## src/ntc_beta_temperature_macros.svh

```systemverilog
// Assertion helpers for the converter top level.
`ifndef NTC_BETA_TEMPERATURE_MACROS_SVH
`define NTC_BETA_TEMPERATURE_MACROS_SVH

// Same-cycle implication, checked out of reset.
`define NTC_ASSERT_IMPL(lbl, ante, cons) \
  lbl: assert property (@(posedge clk) disable iff (!rst_n) (ante) |-> (cons)) \
    else $error("ntc assertion failed");

// Next-cycle implication, checked out of reset.
`define NTC_ASSERT_NEXT(lbl, ante, cons) \
  lbl: assert property (@(posedge clk) disable iff (!rst_n) (ante) |=> (cons)) \
    else $error("ntc assertion failed");

`endif

```

## src/ntc_pkg.sv

```systemverilog
// ----------------------------------------------------------------------------
// ntc_pkg
// Widths, codes and shared types of the thermistor temperature converter.
// ----------------------------------------------------------------------------
`timescale 1ns / 1ps
package ntc_pkg;

  localparam int SampleW   = 13;
  localparam int TempW     = 19;
  localparam int StatusW   = 2;
  localparam int CfgIdxW   = 3;
  localparam int CfgDataW  = 24;
  localparam int PullupW   = 20;
  localparam int PulldownW = 20;
  localparam int SupplyW   = 13;
  localparam int NominalW  = 24;
  localparam int BetaW     = 14;
  localparam int LimitW    = 13;

  localparam int LnInW = 34;   // log unit operand
  localparam int LnW   = 21;   // Q16 log result
  localparam int LqW   = 23;   // signed log difference
  localparam int DW    = 40;   // signed denominator
  localparam int M3W   = 36;   // 2981500 * beta
  localparam int NumW  = 54;   // divider numerator
  localparam int QW    = 18;   // quotient bits

  localparam logic [CfgIdxW-1:0] REG_PULLUP   = 3'd0;
  localparam logic [CfgIdxW-1:0] REG_PULLDOWN = 3'd1;
  localparam logic [CfgIdxW-1:0] REG_SUPPLY   = 3'd2;
  localparam logic [CfgIdxW-1:0] REG_NOMINAL  = 3'd3;
  localparam logic [CfgIdxW-1:0] REG_BETA     = 3'd4;
  localparam logic [CfgIdxW-1:0] REG_LOW      = 3'd5;
  localparam logic [CfgIdxW-1:0] REG_HIGH     = 3'd6;

  localparam logic [StatusW-1:0] ST_OK    = 2'd0;
  localparam logic [StatusW-1:0] ST_LIMIT = 2'd1;
  localparam logic [StatusW-1:0] ST_RES   = 2'd2;

  localparam logic signed [TempW-1:0] TEMP_LIMIT = -19'sd9900;
  localparam logic signed [TempW-1:0] TEMP_TOP   = 19'sd200000;
  localparam logic signed [TempW-1:0] TEMP_ZERO  = 19'sd0;
  localparam logic signed [QW+1:0]    KELVIN_OFS = 20'sd27315;
  localparam logic [63:0]             LN2_Q32    = 64'd2977044472;

  typedef struct packed {
    logic [PullupW-1:0]   pullup_ohms;
    logic [PulldownW-1:0] pulldown_ohms;
    logic [SupplyW-1:0]   supply_mv;
    logic [LimitW-1:0]    low_limit_mv;
    logic [LimitW-1:0]    high_limit_mv;
  } cfg_t;

  typedef struct packed {
    logic [LnInW-1:0]   rn_mag;
    logic [SampleW-1:0] sample;
    logic [StatusW-1:0] status;
  } front_t;

  typedef struct packed {
    logic                     force_temp;
    logic signed [TempW-1:0]  temp;
    logic [StatusW-1:0]       status;
  } side_t;

  typedef struct packed {
    logic signed [TempW-1:0] temp_centi;
    logic [StatusW-1:0]      status;
  } result_t;

endpackage

```

## src/ntc_front.sv

```systemverilog
// ----------------------------------------------------------------------------
// ntc_front
// Limit check and divider resistance numerator, two register stages.
// ----------------------------------------------------------------------------
`timescale 1ns / 1ps
module ntc_front (
  input  logic                         clk,
  input  logic                         rst_n,
  input  logic                         en,
  input  logic                         in_valid,
  input  logic [ntc_pkg::SampleW-1:0]  in_sample,
  input  ntc_pkg::cfg_t                cfg,
  output logic                         out_valid,
  output ntc_pkg::front_t              out_data
);
  import ntc_pkg::*;

  logic               v1_r, v2_r;
  logic [SampleW-1:0] s1_r;
  logic               oor1_r;
  logic [32:0]        pa1_r;
  logic [33:0]        pb1_r;
  front_t             f2_r;

  logic [32:0]        pa1_nxt;
  logic [33:0]        pb1_nxt;
  logic               oor1_nxt;
  logic signed [34:0] rn;
  front_t             f2_nxt;

  always_comb begin
    pa1_nxt  = 33'(cfg.supply_mv) * 33'(cfg.pulldown_ohms);
    pb1_nxt  = 34'(21'(cfg.pullup_ohms) + 21'(cfg.pulldown_ohms)) * 34'(in_sample);
    oor1_nxt = (in_sample == '0) || (in_sample < cfg.low_limit_mv)
               || (in_sample > cfg.high_limit_mv);
  end

  always_comb begin
    rn = $signed({2'b00, pa1_r}) - $signed({1'b0, pb1_r});
    f2_nxt.sample = s1_r;
    f2_nxt.rn_mag = rn[LnInW-1:0];
    priority if (oor1_r) begin
      f2_nxt.status = ST_LIMIT;
    end else if (rn <= 0) begin
      f2_nxt.status = ST_RES;
    end else begin
      f2_nxt.status = ST_OK;
    end
    // keep the log operands sane on flagged words
    if (f2_nxt.status != ST_OK) begin
      f2_nxt.rn_mag = LnInW'(1);
      f2_nxt.sample = SampleW'(1);
    end
  end

  always_ff @(posedge clk) begin
    if (!rst_n) begin
      v1_r <= 1'b0;
      v2_r <= 1'b0;
    end else if (en) begin
      v1_r <= in_valid;
      v2_r <= v1_r;
    end
  end

  always_ff @(posedge clk) begin
    if (en) begin
      s1_r   <= in_sample;
      oor1_r <= oor1_nxt;
      pa1_r  <= pa1_nxt;
      pb1_r  <= pb1_nxt;
      f2_r   <= f2_nxt;
    end
  end

  assign out_valid = v2_r;
  assign out_data  = f2_r;

endmodule

```

## config.mk

```make
export PLATFORM = sky130hd
export DESIGN_NAME = ntc_front
export DESIGN_NICKNAME = d
export VERILOG_FILES = /design/src/ntc_beta_temperature_macros.svh /design/src/ntc_pkg.sv /design/src/ntc_front.sv
export SDC_FILE = /design/constraint.sdc
export NUM_CORES = 1
export LEC_CHECK = 0
export BUFFER_PORTS_ARGS = -buffer_cell sky130_fd_sc_hd__buf_2
export CAP_MARGIN = 20
export CORE_UTILIZATION = 50
export DETAILED_ROUTE_END_ITERATION = 12
export PLACE_DENSITY = 0.68
export SYNTH_ARGS = -nofsm -noshare
export SYNTH_HDL_FRONTEND = slang
export SYNTH_SLANG_ARGS = --single-unit
export TNS_END_PERCENT = 50
```

## constraint.sdc

```tcl
create_clock -name clk -period 24.5 [get_ports clk]
set_input_delay 2.45 -clock clk [delete_from_list [all_inputs] [get_ports clk]]
set_output_delay 2.45 -clock clk [all_outputs]
set_load 0.01 [all_outputs]
```

==> reports/metrics.yaml <==
logic_synthesis:
  synth_edf_count: 130
  synthFlopType: "edfxtp_1"
  yosysWarningCount: 0
  synth.area.top_cells: "fa_1, edfxtp_1, ha_1"
  syn_nets: 3452
  syn-cell-area_um2: 24900
  synthTopCellsByCount: "inv_1, fa_1, nand2_1, ha_1, and2_1"
  avgSynthCellArea_um2: 9.18
  yosysTopAreaCell: "fa_1"
  yosysSeqAreaShare_pct: 15.8
  ys_async_sr_fraction_pct: 0
  ys_types: 80
  synth_largest_type_area_fraction_pct: 32.9
  ys_ff_latch: 132
  synth.most_common_cell: "inv_1"
  netlist_instances: 2712
hold_path:
  min_path_cells: 1
  min_path_type: "reg2reg"
  hp-start: "s1_r[0]$_DFFE_PP_"
  hold_end: "out_data[2]$_SDFFCE_PP1P_"
global_routing:
  grt.total_usage_pct: 26.1
  grt_pass1_wl_um: 103000
  grt_max_degree: 84
  grt_pass1_vias: 20150
  antenna_found_initial: 2
  gr-total-overflow: 0
drt:
  via_per_inst: 5.48
  wl_per_cell_um: 18.1
  drt_iter0_drc: 1393
  dr.pass1.iters: 6
  num_vias: 19005
  wl_um: 62600
  route.detailed.drc: 0
  drtAntennaViolNets: 0
layout:
  multi_input_area_um2: 18500
  seqCellArea_um2: 3940
  nFillCells: 4514
  final_nets: 3525
  area_delta_synth_final_pct: 7.55
  drive_above_1_share_pct: 8.22
  utilization_pct: 54.6
  fin_area_um2: 26800
sta:
  setup-violations-final: 0
  drv_slew: 0
  fin_tns_setup_ps: 0
  fmax_mhz: 91.8
  tightest_slew_ps: 1030
  finalCriticalPeriod_ps: 10890
  rsz0062_at_grt: "no"
  period_share_pct: 44.4
  hold_viol_final: 0
  slew_headroom_pct: 29.3
  skew_ps: 16.1
setup_path:
  critical_path_arrival_ps: 11080
  crit_top_cell: "fa_1"
  r2r-end: "out_data[29]$_SDFFCE_PP0P_"
  critPathCaptureType: "register"
  crit-reg2reg-launch: "pa1_r[0]$_DFFE_PP_"
  critPathKind: "in2reg"
  required_ps: 24690
  cpMaxStageDelayCell: "xnor2_1"
  start_kind: "input port"
  worstPathMaxFanout: 14
  regToRegSetupSlack_ps: 19830
  cp_slowest_stage_delay_ps: 600
  reg2reg_depth: 15
clocking:
  cts_hold_buf: 0
  cts-root-buf: "clkbuf_16"
  htree_levels: 4
  cts-resized-gates: 0
  clk_path_buf_depth: 2
  path_clk_slew_ps: 60
  numClockSinks: 132
  clock_latency_ps: 450
  tritoncts: "done"
  cts_buffers: 17
  post_cts_buffers: 0
placed_design:
  placed_area_um2: 26100
  place.gp.congestion: 0.917
  port_buffers: 145
  hpwl_um: 50200
outcome:
  outcome: "completed"
job:
  maxCapViolations: 0
floorplan:
  die_h_um: 225
  core_area_um2: 49100
  rows: 81
  die-area_um2: 50700
  start_util_pct: 50.8
  die_w_um: 225
  io_pins: 146
[sequential cells by signal, summed over array words and instances, names as in the netlist]
register,cells
oor1_r,1
out_data,49
s1_r,13
pa1_r,33
v1_r,1
out_valid,1
pb1_r,34
[logic make-up after synthesis]
family | Yosys count | share of synthesized area [%]
and+or+nand+nor | 874 | 17.5
muxes | 4 | 0.166
buffers and inverters | 636 | 9.77
adders and majority gates | 644 | 44.7
DFF | 132 | 15.8
AOI/OAI and AO/OA | 338 | 9.15
xor gates and xnor gates | 84 | 2.95
[cell usage in the layout, fill, tap and decap left out, drive strengths merged, types with 21 or more instances in the layout]
cell,synthesis,routed
ha,235,235
buf,9,166
a21oi,101,101
nand3,27,27
fa,409,409
inv,524,532
nor2,91,91
edfxtp,130,130
and3,30,30
a21o,70,70
xnor2,64,64
nand2b,21,21
nor2b,21,21
o21ai,52,52
nor3,29,29
and2,222,222
nand2,371,371
[layout make-up]
class	count	share of cell area [%]
well taps	664	3.10
diodes	3	0.0280
repair buffers	166	3.32
flip-flops and latches	132	14.7
clock inverters	15	0.724
clock buffers	17	1.59
inverters	524	7.34
multi-input cells	1944	69.2
[worst max-delay path, delay by kind of cell]
| family | cells | cell delay (ps) |
|---|---|---|
| adder cells (fa/ha/maj) | 8 | 3050 |
| XOR/XNOR | 2 | 690 |
| buffers and inverters | 8 | 1070 |
| AND/OR/NAND/NOR | 5 | 1180 |
| AO/OA/AOI/OAI | 13 | 2630 |
[worst max-delay path by stage]
stage            start  slack, ps             endpoint
2_1_floorplan  cfg[40]      14250  pb1_r[30]$_DFFE_PP_
3_3_place_gp   cfg[39]      13190  pb1_r[30]$_DFFE_PP_
3_5_place_dp   cfg[39]      13060  pb1_r[29]$_DFFE_PP_
4_1_cts        cfg[39]      13510  pb1_r[29]$_DFFE_PP_
5_1_grt        cfg[39]      13030  pb1_r[30]$_DFFE_PP_
6_report       cfg[39]      13610  pb1_r[30]$_DFFE_PP_
[layer usage]
metal  vias up  global-route usage, %  share of wire, %
met1      9630                   34.0                42
li1       8729                      -                 -
met3        93                   3.21               5.2
met4         0                   9.26               2.9
met5         -                      0                 0
met2       553                   44.6                50
[through the flow]
step                cells  hold WS [ps]  worst slack [ps]
finish               3465           502             13610
global route         3464           524             13030
CTS                  3459           502             13510
detailed placement   3427           487             13060
global placement     3426           483             13190
floorplan            2712           457             14250
Power is left out: the tool's default activity adds up to more than one toggle a clock period on the data nets, which glitch-free logic cannot reach.
