==> config.mk <==
export PLATFORM = sky130hd
export DESIGN_NAME = ntc_div
export DESIGN_NICKNAME = d
export VERILOG_FILES = /design/src/ntc_beta_temperature_macros.svh /design/src/ntc_pkg.sv /design/src/ntc_div.sv
export SDC_FILE = /design/constraint.sdc
export NUM_CORES = 2
export LEC_CHECK = 0
export BUFFER_PORTS_ARGS = -buffer_cell sky130_fd_sc_hd__buf_2
export CAP_MARGIN = 10
export CORE_ASPECT_RATIO = 1.75
export CORE_MARGIN = 4
export CORE_UTILIZATION = 53
export DETAILED_ROUTE_END_ITERATION = 6
export PLACE_DENSITY = 0.67
export REMOVE_ABC_BUFFERS = 1
export SLEW_MARGIN = 10
export SYNTH_ARGS = -nofsm -noshare
export SYNTH_HDL_FRONTEND = slang
export SYNTH_SLANG_ARGS = --single-unit
export TNS_END_PERCENT = 5
==> constraint.sdc <==
create_clock -name clk -period 3.72 [get_ports clk]
set_clock_uncertainty 0.15 [all_clocks]
set_input_delay 0.744 -clock clk [delete_from_list [all_inputs] [get_ports clk]]
set_output_delay 0.744 -clock clk [all_outputs]
set_load 0.02 [all_outputs]
==> src/ntc_beta_temperature_macros.svh <==
// Assertion helpers for the converter top level.
`ifndef NTC_BETA_TEMPERATURE_MACROS_SVH
`define NTC_BETA_TEMPERATURE_MACROS_SVH

// Same-cycle implication, checked out of reset.
`define NTC_ASSERT_IMPL(lbl, ante, cons) \
  lbl: assert property (@(posedge clk) disable iff (!rst_n) (ante) |-> (cons)) \
    else $error("ntc assertion failed");

// Next-cycle implication, checked out of reset.
`define NTC_ASSERT_NEXT(lbl, ante, cons) \
  lbl: assert property (@(posedge clk) disable iff (!rst_n) (ante) |=> (cons)) \
    else $error("ntc assertion failed");

`endif

==> src/ntc_pkg.sv <==
// ----------------------------------------------------------------------------
// ntc_pkg
// Widths, codes and shared types of the thermistor temperature converter.
// ----------------------------------------------------------------------------
`timescale 1ns / 1ps
package ntc_pkg;

  localparam int SampleW   = 13;
  localparam int TempW     = 19;
  localparam int StatusW   = 2;
  localparam int CfgIdxW   = 3;
  localparam int CfgDataW  = 24;
  localparam int PullupW   = 20;
  localparam int PulldownW = 20;
  localparam int SupplyW   = 13;
  localparam int NominalW  = 24;
  localparam int BetaW     = 14;
  localparam int LimitW    = 13;

  localparam int LnInW = 34;   // log unit operand
  localparam int LnW   = 21;   // Q16 log result
  localparam int LqW   = 23;   // signed log difference
  localparam int DW    = 40;   // signed denominator
  localparam int M3W   = 36;   // 2981500 * beta
  localparam int NumW  = 54;   // divider numerator
  localparam int QW    = 18;   // quotient bits

  localparam logic [CfgIdxW-1:0] REG_PULLUP   = 3'd0;
  localparam logic [CfgIdxW-1:0] REG_PULLDOWN = 3'd1;
  localparam logic [CfgIdxW-1:0] REG_SUPPLY   = 3'd2;
  localparam logic [CfgIdxW-1:0] REG_NOMINAL  = 3'd3;
  localparam logic [CfgIdxW-1:0] REG_BETA     = 3'd4;
  localparam logic [CfgIdxW-1:0] REG_LOW      = 3'd5;
  localparam logic [CfgIdxW-1:0] REG_HIGH     = 3'd6;

  localparam logic [StatusW-1:0] ST_OK    = 2'd0;
  localparam logic [StatusW-1:0] ST_LIMIT = 2'd1;
  localparam logic [StatusW-1:0] ST_RES   = 2'd2;

  localparam logic signed [TempW-1:0] TEMP_LIMIT = -19'sd9900;
  localparam logic signed [TempW-1:0] TEMP_TOP   = 19'sd200000;
  localparam logic signed [TempW-1:0] TEMP_ZERO  = 19'sd0;
  localparam logic signed [QW+1:0]    KELVIN_OFS = 20'sd27315;
  localparam logic [63:0]             LN2_Q32    = 64'd2977044472;

  typedef struct packed {
    logic [PullupW-1:0]   pullup_ohms;
    logic [PulldownW-1:0] pulldown_ohms;
    logic [SupplyW-1:0]   supply_mv;
    logic [LimitW-1:0]    low_limit_mv;
    logic [LimitW-1:0]    high_limit_mv;
  } cfg_t;

  typedef struct packed {
    logic [LnInW-1:0]   rn_mag;
    logic [SampleW-1:0] sample;
    logic [StatusW-1:0] status;
  } front_t;

  typedef struct packed {
    logic                     force_temp;
    logic signed [TempW-1:0]  temp;
    logic [StatusW-1:0]       status;
  } side_t;

  typedef struct packed {
    logic signed [TempW-1:0] temp_centi;
    logic [StatusW-1:0]      status;
  } result_t;

endpackage

==> src/ntc_div.sv <==
// ----------------------------------------------------------------------------
// ntc_div
// Pipelined restoring divider, one quotient bit a stage, with Celsius offset
// and hot-end saturation in the last stage.
// ----------------------------------------------------------------------------
`timescale 1ns / 1ps
module ntc_div (
  input  logic                      clk,
  input  logic                      rst_n,
  input  logic                      en,
  input  logic                      in_valid,
  input  logic [ntc_pkg::NumW-1:0]  in_num,
  input  logic [ntc_pkg::DW-1:0]    in_den,
  input  ntc_pkg::side_t            in_side,
  output logic                      out_valid,
  output ntc_pkg::result_t          out_res
);
  import ntc_pkg::*;

  localparam int CmpW = DW + QW;

  logic            v_r   [0:QW];
  logic [NumW-1:0] rem_r [0:QW];
  logic [QW-1:0]   q_r   [0:QW];
  logic [DW-1:0]   den_r [0:QW];
  logic            ovf_r [0:QW];
  side_t           side_r[0:QW];

  logic            outv_r;
  result_t         res_r, res_nxt;
  logic signed [QW+1:0] t_raw;

  always_ff @(posedge clk) begin
    if (!rst_n) begin
      v_r[0] <= 1'b0;
    end else if (en) begin
      v_r[0] <= in_valid;
    end
  end

  always_ff @(posedge clk) begin
    if (en) begin
      rem_r[0]  <= in_num;
      q_r[0]    <= '0;
      den_r[0]  <= in_den;
      ovf_r[0]  <= CmpW'(in_num) >= (CmpW'(in_den) << QW);
      side_r[0] <= in_side;
    end
  end

  for (genvar k = 1; k <= QW; k++) begin : g_bit
    localparam int B = QW - k;
    logic [CmpW-1:0] trial, rem_ext;
    logic            take;
    always_comb begin
      trial   = CmpW'(den_r[k-1]) << B;
      rem_ext = CmpW'(rem_r[k-1]);
      take    = rem_ext >= trial;
    end
    always_ff @(posedge clk) begin
      if (!rst_n) begin
        v_r[k] <= 1'b0;
      end else if (en) begin
        v_r[k] <= v_r[k-1];
      end
    end
    always_ff @(posedge clk) begin
      if (en) begin
        rem_r[k]  <= take ? NumW'(rem_ext - trial) : rem_r[k-1];
        q_r[k]    <= q_r[k-1] | (take ? (QW'(1) << B) : '0);
        den_r[k]  <= den_r[k-1];
        ovf_r[k]  <= ovf_r[k-1];
        side_r[k] <= side_r[k-1];
      end
    end
  end

  always_comb begin
    t_raw          = $signed({2'b00, q_r[QW]}) - KELVIN_OFS;
    res_nxt.status = side_r[QW].status;
    priority if (side_r[QW].force_temp) begin
      res_nxt.temp_centi = side_r[QW].temp;
    end else if (ovf_r[QW] || (t_raw > (QW+2)'(TEMP_TOP))) begin
      res_nxt.temp_centi = TEMP_TOP;
    end else begin
      res_nxt.temp_centi = t_raw[TempW-1:0];
    end
  end

  always_ff @(posedge clk) begin
    if (!rst_n) begin
      outv_r <= 1'b0;
    end else if (en) begin
      outv_r <= v_r[QW];
    end
  end

  always_ff @(posedge clk) begin
    if (en) res_r <= res_nxt;
  end

  assign out_valid = outv_r;
  assign out_res   = res_r;

endmodule

==> results.sh <==
export IMPL_maxCapViolations=0
export IMPL_min_period_ns=4.06
export IMPL_final_area_mm2=0.150
export IMPL_place_congestion=0.986
export IMPL_synth_top_area_cell="edfxtp_1"
export IMPL_fin_tns_setup_ns=-40.47
export IMPL_avgSynthCellArea_um2=11.9
export IMPL_clk_insertion_delay_late_ns=0.89
export IMPL_fmax_ghz=0.246
export IMPL_finalCritPeriodShare=1.09
export IMPL_rows=230
export IMPL_slowest_stage="o31ai_4"
export IMPL_multi_input_area_mm2=0.0480
export IMPL_die_width_um=368
export IMPL_cp_cell_sequence="inv_1, ha_2, fa_2, nor2b_2, o21a_1, o21a_1, o31a_1, o211ai_1, buf_4, a31oi_4, o31ai_4, a21boi_2, o21ai_4, buf_12, buf_16, mux2_4"
export IMPL_yosys_cell_types_count=108
export IMPL_finalMaxSlewViolations=0
export IMPL_nets=13100
export IMPL_postRouteAntennaNets=0
export IMPL_wl_per_cell_um=21.4
export IMPL_maxSlewHeadroom=0.295
export IMPL_min_path_cells=2
export IMPL_path_depth=16
export IMPL_end_kind="register"
export IMPL_syn_inst=10100
export IMPL_grt_pass1_wl_um=489000
export IMPL_finalWirelength_um=329000
export IMPL_critPathMaxStageDelay_ns=0.51
export IMPL_crit_family="compound AO/OA/AOI/OAI gates"
export IMPL_path_class="register to register"
export IMPL_cts_sinks=2341
export IMPL_netlist_area_mm2=0.120
export IMPL_core_mm2=0.225
export IMPL_worstMarginPinSlew_ns=1.05
export IMPL_cts_reportedPaths_clkPinSlew_ns=0.07
export IMPL_async_flop_share=0
export IMPL_antenna_found_initial=5
export IMPL_die_area_mm2=0.234
export IMPL_cp_arrival_ns=4.51
export IMPL_rrSetupSlack_ns=-0.34
export IMPL_cp_start_kind="register"
export IMPL_dp_hpwl_um=251000
export IMPL_rr_startpoint="rem_r[1][16]"
export IMPL_h_tree_depth=4
export IMPL_drive_above_1_share=0.240
export IMPL_cts_root_buf="clkbuf_16"
export IMPL_violations="setup timing"
export IMPL_grt_setup_unrepaired="true"
export IMPL_place_ws_ns=-0.874
export IMPL_n_fill_cell=16400
export IMPL_vdd_drop_max_uv=436
export IMPL_final_util=0.668
export IMPL_cpMostUsedCell="o21a_1"
export IMPL_cts_buffers=221
export IMPL_yosysMostFrequentCell="edfxtp_1"
export IMPL_drt_pass1_iterations=6
export IMPL_syn_to_final_growth_pct=25.0
export IMPL_path_max_fanout=4
export IMPL_outcome="finished with violations"
export IMPL_reg2regPathDepth=16
export IMPL_postPlaceCellArea_mm2=0.138
export IMPL_start_util=0.534
export IMPL_route_detailed_drc=0
export IMPL_required_ns=4.17
export IMPL_synthTopCellsByCount="edfxtp_1, inv_1, a21oi_1"
export IMPL_ys_ff_latch=2341
export IMPL_drt_iter0_drc=3733
export IMPL_dieHeight_um=638
export IMPL_r2r_end="rem_r[2][26]"
export IMPL_vias=85200
export IMPL_critPathLaunch="rem_r[1][16]"
export IMPL_finalSetupViolCount=356
export IMPL_crit_end="rem_r[2][26]"
export IMPL_power_leakage_nw=62.3
export IMPL_powerDensity_mw_per_mm2=704
export IMPL_hold_viol_final=0
export IMPL_ios=142
export IMPL_grt_pass1_vias=91700
export IMPL_track_usage=0.272
export IMPL_setup_slack_ns=-0.342
export IMPL_cts_tree="yes"
export IMPL_ys_top_cells_by_area="edfxtp_1, ha_1, a21oi_1"
export IMPL_yosysTopAreaCellShare=0.585
export IMPL_cts_buffer_depth=4
export IMPL_overflow=0
export IMPL_hold_class="primary input to register"
export IMPL_regArea_mm2=0.0703
export IMPL_synth_edff_count=2339
export IMPL_cp_buffers_inverters=4
export IMPL_grt_max_degree=142
export IMPL_viasPerCell=5.55
export IMPL_io_buffer_count=141
export IMPL_ys_flop_type="edfxtp_1"
export IMPL_yosysWarnings=0
export IMPL_ys_seq_area_frac=0.585
## cell usage in the layout, fill, tap and decap left out, drive strengths merged, types with 94 or more instances in the layout
| cell | n |
|---|---|
| xor2 | 277 |
| clkbuf | 276 |
| nand2 | 757 |
| xnor2 | 390 |
| mux2 | 129 |
| nor2 | 553 |
| ha | 752 |
| a21o | 415 |
| nand4 | 149 |
| edfxtp | 2339 |
| nand3 | 162 |
| a21oi | 786 |
| nor2b | 121 |
| inv | 972 |
| nand2b | 115 |
| a31oi | 94 |
| o21ai | 714 |
| buf | 1958 |
| dlygate4sd3 | 117 |
| nor3 | 128 |
| o21a | 105 |
## per-layer routing
layer / vias up / track usage / wire length, um
met3: 1145 / 0.0252 / 7540
met2: 1837 / 0.580 / 193000
met4: 0 / 0.268 / 40900
li1: 41400 / - / -
met5: - / 0 / 0
met1: 40900 / 0.190 / 87300
## state kept, by name (all words and copies together), names as in the netlist
signal and flops:
den_r 720, out_res 21, out_valid 1, ovf_r 19
q_r 171, rem_r 972, side_r 418, v_r 19
## area by class of cell
type,count,share of cell area
Clock inverter,112,0.00761
Inverter,968,0.0243
Timing Repair Buffer,2083,0.116
Tap cell,3016,0.0252
Multi-Input combinational cell,6572,0.320
Clock buffer,268,0.0389
Sequential cell,2341,0.468
Antenna cell,9,0.000150
## metrics by stage
stage	hold slack [ns]	power, mW	cells
after floorplan	0.250	63.4	9880
after global placement	0.250	79.9	14800
after detailed placement	0.255	81.0	14800
after CTS	0.0454	105	15300
after global routing	0.0891	112	15400
final	0.131	106	15400
## kinds of logic (layout without fill, tap and decap cells)
| family | after synthesis | after routing | synth area share |
|---|---|---|---|
| other cells | 0 | 9 | 0 |
| mux | 140 | 140 | 0.0134 |
| fa+ha+maj | 769 | 769 | 0.0812 |
| xor+xnor | 667 | 667 | 0.0487 |
| simple gates | 2354 | 2354 | 0.0946 |
| buf+inv | 1210 | 3431 | 0.0390 |
| flops | 2341 | 2341 | 0.585 |
| compound gates | 2641 | 2642 | 0.138 |
## worst min-delay path by stage
stage,slack [ns],from,endpoint
finish,0.13,rst_n,out_valid
global route,0.09,rst_n,out_valid
CTS,0.05,rst_n,out_valid
floorplan,0.25,side_r[18][0],out_res[0]
global placement,0.25,side_r[12][4],side_r[13][4]
detailed placement,0.25,q_r[11][8],q_r[12][8]
## where the power goes
| part | switching [mW] | total, mW | internal, mW |
|---|---|---|---|
| clock | 9.74 | 22.3 | 12.6 |
| combinational | 23.7 | 45.0 | 21.3 |
| sequential | 2.63 | 38.4 | 35.7 |
| total | 36.1 | 106 | 69.6 |
## what timing repair did
| item | in CTS | in global routing |
|---|---|---|
| pin swaps | 133 | 97 |
| gates resized for setup | 463 | 383 |
| setup buffers | 34 | 33 |
| hold buffers | 117 | 0 |
| endpoints found under the hold margin | 117 | 0 |
| setup endpoints to repair | 742 | 743 |
| cloned | 11 | 11 |
Power figures use the tool's default switching activity.
